$ cat src/ial_pkg.sv
// Shared types and constants of the indexed array list core.
package ial_pkg;

   localparam int FUNC_W     = 4;
   localparam int VALUE_W    = 32;
   localparam int READ_W     = 32;
   localparam int STATUS_W   = 2;
   localparam int AT_W       = 13;
   localparam int CAPACITY_DEFAULT   = 256;
   localparam int WORD_WIDTH_DEFAULT = 32;

   typedef enum logic [FUNC_W-1:0] {
      FN_GET        = 4'd0,
      FN_SET        = 4'd1,
      FN_INSERT     = 4'd2,
      FN_REMOVE     = 4'd3,
      FN_PUSH_BACK  = 4'd4,
      FN_PUSH_FRONT = 4'd5,
      FN_POP_BACK   = 4'd6,
      FN_POP_FRONT  = 4'd7,
      FN_CLEAR      = 4'd8
   } func_type;

   typedef enum logic [STATUS_W-1:0] {
      STAT_OK     = 2'd0,
      STAT_BOUNDS = 2'd1,
      STAT_EMPTY  = 2'd2,
      STAT_FULL   = 2'd3
   } stat_type;

   typedef enum logic [1:0] {
      SM_IDLE,
      SM_WAIT,
      SM_EXEC
   } state_type;

   // Command broadcast to every cell of the chain.
   typedef struct packed {
      logic            wr;   // overwrite entry at 'at'
      logic            ins;  // open a gap at 'at', shift higher entries up
      logic            rem;  // close the gap at 'at', shift higher entries down
      logic [AT_W-1:0] at;
   } cell_ctl_type;

endpackage

$ cat src/ial_cell.sv
// One list entry of the chain: holds a word and trades it with its neighbors.
module ial_cell #(
   parameter int IDX        = 0,
   parameter int WORD_WIDTH = 32
) (
   input  logic                     clock,
   input  ial_pkg::cell_ctl_type    ctl,
   input  logic [WORD_WIDTH-1:0]    value,
   input  logic [WORD_WIDTH-1:0]    lower_word,
   input  logic [WORD_WIDTH-1:0]    upper_word,
   input  logic [ial_pkg::AT_W-1:0] rd_idx,
   output logic [WORD_WIDTH-1:0]    word,
   output logic [WORD_WIDTH-1:0]    tap
);
   import ial_pkg::*;

   localparam logic [AT_W-1:0] MY_IDX = AT_W'(IDX);

   logic [WORD_WIDTH-1:0] word_ff;
   logic [WORD_WIDTH-1:0] word_in;

   always_comb begin
      word_in = word_ff;
      if (ctl.wr && ctl.at == MY_IDX) begin
         word_in = value;
      end else if (ctl.ins) begin
         if (ctl.at == MY_IDX) begin
            word_in = value;
         end else if (MY_IDX > ctl.at) begin
            word_in = lower_word;
         end
      end else if (ctl.rem && MY_IDX >= ctl.at) begin
         word_in = upper_word;
      end
   end

   always_ff @(posedge clock) begin
      word_ff <= word_in;
   end

   assign word = word_ff;
   // Only the addressed cell drives the read tree.
   assign tap  = (rd_idx == MY_IDX) ? word_ff : '0;

endmodule

$ cat config.mk
export PLATFORM = sky130hd
export DESIGN_NAME = ial_cell
export DESIGN_NICKNAME = d
export VERILOG_FILES = /design/src/ial_pkg.sv /design/src/ial_cell.sv
export SDC_FILE = /design/constraint.sdc
export NUM_CORES = 1
export LEC_CHECK = 0
export BUFFER_PORTS_ARGS = -buffer_cell sky130_fd_sc_hd__buf_2
export CAP_MARGIN = 40
export CORE_ASPECT_RATIO = 0.6
export CORE_MARGIN = 1
export CORE_UTILIZATION = 42
export CTS_BUF_LIST = sky130_fd_sc_hd__clkbuf_16
export DETAILED_ROUTE_END_ITERATION = 7
export PLACE_DENSITY_LB_ADDON = 0.15
export SLEW_MARGIN = 0
export SYNTH_ARGS = -nofsm -noshare
export SYNTH_HDL_FRONTEND = slang
export SYNTH_SLANG_ARGS = --single-unit
$ cat constraint.sdc
create_clock -name clock -period 8.7 [get_ports clock]
set_input_delay 1.74 -clock clock [delete_from_list [all_inputs] [get_ports clock]]
set_output_delay 1.74 -clock clock [all_outputs]
set_load 0.01 [all_outputs]
; Word-level counts from Yosys, hierarchy flattened
; Index checks and enable logic that the tools add are counted.
; Widths: inputs -> output; s select.
[word_totals]
register_bits = 32
latch_bits = 0
ram_bits = 0
rom_bits = 0
out_inout_bits = 64
mem_count = 0
[classes]
add_sub_neg = 0
mul = 0
div_mod_pow = 0
magnitude_cmp = 2
eq_ne = 1
shifts = 0
muxes = 6
bitwise = 0
n_reduce_logical = 6
[op_table]
columns = operator, n
row1 = $mux 32, 6
row2 = $logic_not 13->1, 2
row3 = $ge 1x13->1 const A, 1
row4 = $gt 1x13->1 const A, 1
row5 = $ne 4x1->1 const B, 1
row6 = $reduce_bool 3->1, 1
row7 = $logic_and 1x1->1, 2
row8 = $reduce_and 2->1, 1

; Longest topological paths before layout
; Gate-level depths: netlist (run 1).
[depth]
word_depth = 5
depth_mapped = 7
depth_no_buf = 4

; Least setup slack after synthesis (run 1)
; OpenSTA, ideal clock, no wires.
[synth_path]
path_kind = input -> register
start = in ctl[2] (netlist bit)
end = reg word_ff[0], in the netlist word[0], enable pin
setup_time_ns = 0.421
arrival_time_ns = 4.596
path_slack_ns = 3.683
stages = 6
path_buffers = 3
cell_sequence = or4_4 or4_1 clkbuf_1 buf_6 clkbuf_1 nor2_1
[synth_via]
elab_chain_cells = 4
elab_cells_between_ends = 8
classes_between = 2 x order compare / 1 x eq/ne / 5 x reduce/logical
[synth_rtl]
columns = element, line_no
row1 = "start, declared", ial_cell.sv:7  ; input ial_pkg::cell_ctl_type ctl,
row2 = $ge 1x13->1 or $logic_not 13->1 (tied branches), "ial_cell.sv:32, ial_cell.sv:24, ial_cell.sv:27"
row3 = "$logic_and 1x1->1, on equally long branches", "ial_cell.sv:32, ial_cell.sv:24"
row4 = $reduce_bool 3->1 (no source line) or $ne 4x1->1 (tied branches), n/a
row5 = $reduce_and 2->1 (no source line) (*), n/a
row6 = "end signal, assigned", ial_cell.sv:38  ; word_ff <= word_in;
row7 = "end, declared", ial_cell.sv:19  ; logic [WORD_WIDTH-1:0] word_ff;
; Mark *: on every way between the ends. The rest lies on a longest branch, timed or not.
; A chain may end at the register's enable or synchronous reset.

; Worst setup path in the final report (run 1)
[layout_path]
start = in rd_idx[1] (netlist bit)
end = out tap[29]
[layout_via]
elab_chain_cells = 2
[layout_rtl]
columns = element, line_no
row1 = "start, declared", ial_cell.sv:11  ; input logic [ial_pkg::AT_W-1:0] rd_idx,
row2 = $logic_not 13->1, ial_cell.sv:43  ; assign tap = (rd_idx == MY_IDX) ? word_ff : '0;
row3 = $mux 32, ial_cell.sv:43
row4 = "end, declared", ial_cell.sv:13  ; output logic [WORD_WIDTH-1:0] tap
; Every way passes these cells.

==> results of run 1 <==
## worst paths after layout
check | startpoint | endpoint | slack, ps | depth (start not counted)
setup / recovery | rd_idx[1] | tap[29] | 3740 | 6
hold / removal | lower_word[30] | word[30]$_DFFE_PP_ | 1810 | 3
## stage by stage
stage	hold WS, ps	cell area [um2]
after floorplan	1980	2210
after global placement	2080	3180
after detailed placement	2080	3220
after CTS	1800	3380
after global routing	1840	3380
final	1810	3380
## Yosys cell counts, drive strengths merged
cell / count / area share [%]
mux2i: 31 / 14
clkbuf: 14 / 2.4
nor4: 2 / 0.57
or4: 4 / 1.5
a221oi: 31 / 12
nor2: 64 / 11
a31oi: 1 / 0.28
edfxtp: 32 / 43
o41ai: 1 / 0.74
nand2: 1 / 0.17
inv: 2 / 0.34
or2: 1 / 0.28
buf: 8 / 2.4
nor3: 2 / 0.45
or4b: 1 / 0.45
o32ai: 1 / 0.40
and2: 32 / 9.1
or3: 1 / 0.28
## logic make-up after synthesis
family | after synthesis | share of synthesized area [%]
compound gates | 34 | 13.7
simple gates | 108 | 23.7
flops | 32 | 43.5
mux | 31 | 14.0
buf+inv | 24 | 5.15
## metal layers
metal  wire (um)  track usage, %  vias up
met4          28            4.48        0
met1        2800            28.1     1140
li1            -               -     1206
met5           0               0        -
met2        3170            41.8       99
met3         512            6.17        2
## cell type report
| class | count | share of cell area [%] |
|---|---|---|
| clock buffer | 5 | 3.70 |
| tap | 66 | 2.44 |
| clock inverter | 3 | 1.11 |
| inverter | 2 | 0.222 |
| timing repair buffer | 194 | 29.8 |
| multi-input combinational | 173 | 34.4 |
| sequential | 32 | 28.4 |
## report_power, final
group	leakage [uW]	internal, uW	switching (uW)
Sequential	0.000298	171	0.0106
Combinational	0.00147	31.8	25.4
Clock	0.0000789	133	61.3
==> summary.txt, run 1 <==
Area Growth Syn to Fin - 53.0%
Max Cap Viol - 0
Max stage delay cell, worst path - or4_1
die area - 0.00557 mm2
Tot GR Track Use - 23.2%
Avg Cell Area, Syn - 9.65 um2
outcome - complete, no violations
Worst Path Max Fanout - 32
Least-Margin Pin Slew - 826 ps
final core occ - 66.9%
RSZ-0062 raised after global routing - no
minimum clock period after layout - 4960 ps
Storage cell area - 961 um2
Clock Path Buffers - 2
commonest non-fill, non-tap cells in the layout - buf_2 (189), nor2_1 (63), and2_1 (32), edfxtp_1 (32)
area of the multi-input gates - 0.00116 mm2
Rows - 20
via count - 2447
Synth Register Bits - 32
Final period util - 57.0%
drt initial violations - 97
Syn Inst Count - 229
dpl cells - 467
first-pass GRT wire length - 9780 um
Die X - 95.7 um
dpl ws - 3750 ps
first-pass iteration count of the detailed router - 4
PnR Total Power - 422 uW
post-synthesis sequential area ratio - 43.5%
Die Ht - 58.2 um
H-tree depth - 2
Resized Gates After CTS - 0
Setup crit end kind - output pin
commonest non-fill, non-tap cell in the layout - buf_2
core area - 0.00505 mm2
TritonCTS clock tree - yes
max reg flops - 32
Synth cell types - 22
Setup TNS - 0 ps
critical path startpoint category - primary input
crit-path cells - buf_2 > or4_1 > nor4_2 > buf_4 > and2_1 > buf_2
largest net degree at the start of global routing - 65
Setup Buffers After CTS - 0
max_slew headroom - 44.9%
crit path kind - in -> out
boundary pin count - 190
max incr delay on CP - 540 ps
post-route insts no fill - 475
TritonCTS Buffers - 5
CP top delay family - simple AND/OR/NAND/NOR gates
Worst EP arrival - 3220 ps
HP Class - in -> reg
most numerous cell on the critical path - buf_2
drt total wl - 6520 um
synth warn - 0
final setup fails - 0
DP HPWL - 4810 um
Root Driver - clkbuf_16
Hold-fix buffers, CTS - 0
fraction of layout cells with a size suffix above 1 - 50.6%
Final Max Slew Viols - 0
final hold vios - 0
Post-Syn Area - 0.00221 mm2
clock sink count - 32
DRT antenna net count - 0
post-route setup slack - 3740 ps
clock-pin slew on the worst setup and hold paths - 50 ps
Vias/cell - 5.15
fmax - 202 MHz
PD cells - 125 mW/mm2
static leakage - 0.00185 uW
starting density of the core - 43.7%
CP required - 6960 ps
Wirelength per Cell - 13.7 um
drt drc - 0
crit path buf inv count - 3
Max IR drop VDD - 0.142 mV
Antenna Diode Count - 0
vias in the first global route - 2166
initial antenna violation count - 0
fillers - 441
I/O Buffers - 189
GRT overflow - 0
Syn Nets - 355
fin nets - 534
routability cong. - 0.760
Power figures use the tool's default switching activity.
==> run 2, diff against run 1 <==
Settings changed: CORE_UTILIZATION 42 to 39.
Clock period 8.7 ns to 4.74 ns, I/O delays scaled along.
==> summary.txt, run 2 (synthesized netlist as in run 1, its figures left out) <==
Hold Slack - 1020 ps (-791 ps)
Root Driver - clkbuf_16
clock-pin slew on the worst setup and hold paths - 50 ps (about the same)
Resized Gates After CTS - 0 (unchanged)
final core occ - 63.4% (-3.5 points)
boundary pin count - 190 (unchanged)
fmax - 298 MHz
drt total wl - 6880 um (+5.5%)
outcome - complete, no violations
vias in the first global route - 2296 (+6.0%)
HP Class - in -> reg
die area - 0.00598 mm2 (+7.5%)
Switch Pwr - 156 uW (+80%)
Wirelength per Cell - 14.5 um (+5.5%)
area of the multi-input gates - 0.00116 mm2 (unchanged)
Final period util - 70.8%
crit path from - rd_idx[1]
clock share of power - 41.4% (-4.6 points)
Final Instance Area - 0.00333 mm2 (-1.5%)
max_slew headroom - 41.0% (-3.9 points)
commonest non-fill, non-tap cells in the layout - buf_2 (189), nor2_1 (63), and2_1 (32), edfxtp_1 (32)
GRT overflow - 0 (unchanged)
core area - 0.00526 mm2 (+4.0%)
first-pass GRT wire length - 10100 um (+3.8%)
PD cells - 215 mW/mm2 (+72%)
starting density of the core - 42.1% (-1.7 points)
static leakage - 0.00184 uW (-0.66%)
post-route setup slack - 1380 ps (-2360 ps)
Least-Margin Pin Slew - 882 ps (+56.2 ps)
Vias/cell - 5.15 (-0.12%)
final setup fails - 0 (unchanged)
Area Growth Syn to Fin - 50.8%
critical path startpoint category - primary input
CP required - 3790 ps (-3170 ps)
Tot GR Track Use - 22.0% (-1.2 points)
Reg power frac - 43.8% (+3.3 points)
Worst Path Max Fanout - 32 (unchanged)
drt initial violations - 83 (-14%)
Setup Buffers After CTS - 0 (unchanged)
Logic pwr share - 14.8% (+1.3 points)
Internal Power - 561 uW (+67%)
Storage cell area - 961 um2 (unchanged)
crit path kind - in -> out
hold depth - 3 (unchanged)
minimum clock period after layout - 3360 ps
TritonCTS Buffers - 5 (unchanged)
DRT antenna net count - 0 (unchanged)
Antenna Diode Count - 0 (unchanged)
max reg flops - 32 (unchanged)
Setup crit end kind - output pin
Die X - 99.2 um (+3.7%)
final hold vios - 0 (unchanged)
Die Ht - 60.3 um (+3.6%)
drt drc - 0 (unchanged)
routability cong. - 0.761 (about the same)
Setup TNS - 0 ps (unchanged)
Hold-fix buffers, CTS - 0 (unchanged)
Max Cap Viol - 0 (unchanged)
RSZ-0062 raised after global routing - no
Clock Path Buffers - 2 (unchanged)
clock sink count - 32 (unchanged)
DP HPWL - 5100 um (+6.0%)
fraction of layout cells with a size suffix above 1 - 50.4% (-0.24 points)
Worst EP arrival - 2410 ps (-810 ps)
Post-DP Area - 0.00320 mm2 (-0.74%)
commonest non-fill, non-tap cell in the layout - buf_2
Final Max Slew Viols - 0 (unchanged)
I/O Buffers - 189 (unchanged)
Sw Share - 21.8% (+1.3 points)
Max IR drop VDD - 0.134 mV (-5.8%)
initial antenna violation count - 0 (unchanged)
H-tree depth - 2 (unchanged)
largest net degree at the start of global routing - 65 (unchanged)
worst setup path endpoint - tap[28]
first-pass iteration count of the detailed router - 4 (unchanged)
via count - 2444 (-0.12%)
fin nets - 534 (unchanged)
dpl ws - 1260 ps (-2480 ps)
TritonCTS clock tree - yes
Rows - 20 (unchanged)
fillers - 493 (+12%)
run 2: changes by cell type in the layout (fill, tap and decap cells not counted), sizes merged:
cell / delta
bufinv: -1
inv: +2
clkinv: -1
run 2: critical path, stage by stage:
cell    delay, ps
buf_2          90
or4_1         530
nor4_2        220
buf_4         310
and2_1        170
buf_2         130
run 2: worst min path at each step:
stage	start	to
3_5_place_dp	lower_word[30]	word[30]$_DFFE_PP_
3_3_place_gp	lower_word[30]	word[30]$_DFFE_PP_
6_report	lower_word[30]	word[30]$_DFFE_PP_
4_1_cts	lower_word[30]	word[30]$_DFFE_PP_
5_1_grt	lower_word[30]	word[30]$_DFFE_PP_
2_1_floorplan	lower_word[30]	word[30]$_DFFE_PP_
run 2: layout make-up:
class	count	share of cell area, %
clock buffer	5	3.75
tap	66	2.48
inverter	2	0.225
multi-input combinational	173	34.9
clock inverter	3	0.338
sequential	32	28.8
timing repair buffer	194	29.5
run 2: power by group through the flow:
stage	sequential (uW)	clock [uW]	combinational, uW
after CTS	314	302	106
after global routing	314	317	117
after detailed placement	320	0	106
after floorplan	320	0	42.2
final	314	297	106
after global placement	320	0	103
run 2: per-stage QoR:
stage / power, uW / instances
final: 717 / 475
after global placement: 423 / 467
after floorplan: 362 / 229
after global routing: 748 / 475
after CTS: 721 / 475
after detailed placement: 425 / 467
run 2: routing by layer:
layer / global-route usage [%] / up-vias / routed length [um]
li1: - / 1206 / -
met1: 24.4 / 1133 / 2860
met2: 43.8 / 100 / 3490
met3: 5.26 / 5 / 488
met4: 5.04 / 0 / 43
met5: 0 / - / 0
==> run 3, diff against run 2 <==
Clock period 4.74 ns to 3.1 ns, I/O delays scaled along.
==> summary.txt, run 3 (synthesized netlist as in run 1, its figures left out) <==
static leakage - 0.00186 uW (+1.4%)
final hold vios - 0 (unchanged)
dpl ws - 99.1 ps (-1160 ps)
PD cells - 321 mW/mm2 (+49%)
H-tree depth - 2 (unchanged)
Area Growth Syn to Fin - 53.5%
DP HPWL - 5060 um (-0.69%)
Die X - 99.2 um (unchanged)
Least-Margin Pin Slew - 378 ps (-505 ps)
fmax - 362 MHz
Wirelength per Cell - 14.3 um (-1.1%)
fin nets - 537 (+0.56%)
Max IR drop VDD - 0.171 mV (+28%)
Tot GR Track Use - 22.5% (+0.49 points)
routing usage on met3 - 5.61% (+0.35 points)
fraction of layout cells with a size suffix above 1 - 50.7% (+0.36 points)
starting density of the core - 42.1% (unchanged)
Antenna Diode Count - 0 (unchanged)
final setup fails - 0 (unchanged)
RSZ-0062 raised after global routing - no
post-route setup slack - 339 ps (-1040 ps)
first-pass GRT wire length - 10300 um (+1.6%)
drt total wl - 6840 um (-0.47%)
initial antenna violation count - 0 (unchanged)
routability cong. - 0.776 (+2.0%)
Max Cap Viol - 0 (unchanged)
Root Driver - clkbuf_16
DRT antenna net count - 0 (unchanged)
max_slew headroom - 74.8% (+34 points)
Setup crit end kind - flop
clock sink count - 32 (unchanged)
I/O Buffers - 189 (unchanged)
Resized Gates After CTS - 0 (unchanged)
Die Ht - 60.3 um (unchanged)
Rows - 20 (unchanged)
TritonCTS Buffers - 5 (unchanged)
first-pass iteration count of the detailed router - 4 (unchanged)
crit path kind - in -> reg
outcome - complete, no violations
largest net degree at the start of global routing - 39 (-40%)
boundary pin count - 190 (unchanged)
Final Max Slew Viols - 0 (unchanged)
via count - 2479 (+1.4%)
die area - 0.00598 mm2 (unchanged)
Setup TNS - 0 ps (unchanged)
Final Instance Area - 0.00339 mm2 (+1.8%)
TritonCTS clock tree - yes
HP Class - in -> reg
minimum clock period after layout - 2760 ps
global route hottest layer - met2
core area - 0.00526 mm2 (unchanged)
Setup Buffers After CTS - 0 (unchanged)
clock-pin slew on the worst setup and hold paths - 50 ps (about the same)
Post-DP Area - 0.00326 mm2 (+1.9%)
Clock Path Buffers - 2 (unchanged)
critical path startpoint category - primary input
met2 Track Usage GR - 40.3% (-3.6 points)
CP required - 3140 ps (-650 ps)
commonest non-fill, non-tap cell in the layout - buf_2
drt initial violations - 73 (-12%)
drt drc - 0 (unchanged)
Hold-fix buffers, CTS - 0 (unchanged)
max reg flops - 32 (unchanged)
Worst EP arrival - 2800 ps (+390 ps)
vias in the first global route - 2272 (-1.0%)
Vias/cell - 5.19 (+0.80%)
commonest non-fill, non-tap cells in the layout - buf_2 (189), nor2_1 (63), and2_1 (32), edfxtp_1 (32)
met1 GRT Util - 28.0% (+3.5 points)
Worst Path Max Fanout - 38 (+19%)
Final period util - 89.1%
GRT overflow - 0 (unchanged)
==> run 3: cell types whose count changed in the layout (fill, tap and decap cells not counted) <==
| cell | delta |
|---|---|
| buf_12 | +3 |
==> run 3: worst max-delay path: stages <==
cell and delay [ps]:
buf_2 90, or4_1 580, or4_2 750, buf_12 230, mux2i_1 130, a221oi_1 360
==> run 3: metal layers <==
layer | part of all wire [%] | wire, um | vias to the layer above
li1 | - | - | 1214
met1 | 42 | 2900 | 1153
met2 | 50 | 3430 | 110
met3 | 7.2 | 491 | 2
met4 | 0.26 | 18 | 0
met5 | 0 | 0 | -
==> run 3: report_power, final <==
group | internal (uW) | switching (uW) | leakage [uW]
registers | 480 | 0.0299 | 0.000298
clock network | 288 | 158 | 0.0000738
logic | 89.7 | 72.9 | 0.00149
==> run 3: per-stage QoR <==
| step | cells | total power [uW] | utilization, % | hold WS, ps |
|---|---|---|---|---|
| after detailed placement | 470 | 650 | 62.0 | 986 |
| final | 478 | 1090 | 64.6 | 704 |
| after CTS | 478 | 1100 | 64.6 | 709 |
| after floorplan | 229 | 553 | - | 856 |
| after global routing | 478 | 1140 | 64.6 | 743 |
| after global placement | 470 | 647 | 62.0 | 983 |
==> run 3: layout make-up <==
| class | count | area, um2 |
|---|---|---|
| Sequential cell | 32 | 961 |
| Multi-Input combinational cell | 173 | 1160 |
| Clock inverter | 3 | 11.3 |
| Fill cell | 465 | 1860 |
| Tap cell | 66 | 82.6 |
| Timing Repair Buffer | 197 | 1040 |
| Clock buffer | 5 | 125 |
| Inverter | 2 | 7.51 |
==> run 3: worst paths after layout <==
kind,start,endpoint,slack (ps),cells past startpoint
worst max-delay path,ctl[9],word[28]$_DFFE_PP_,340,6
worst min-delay path,lower_word[30],word[30]$_DFFE_PP_,700,3
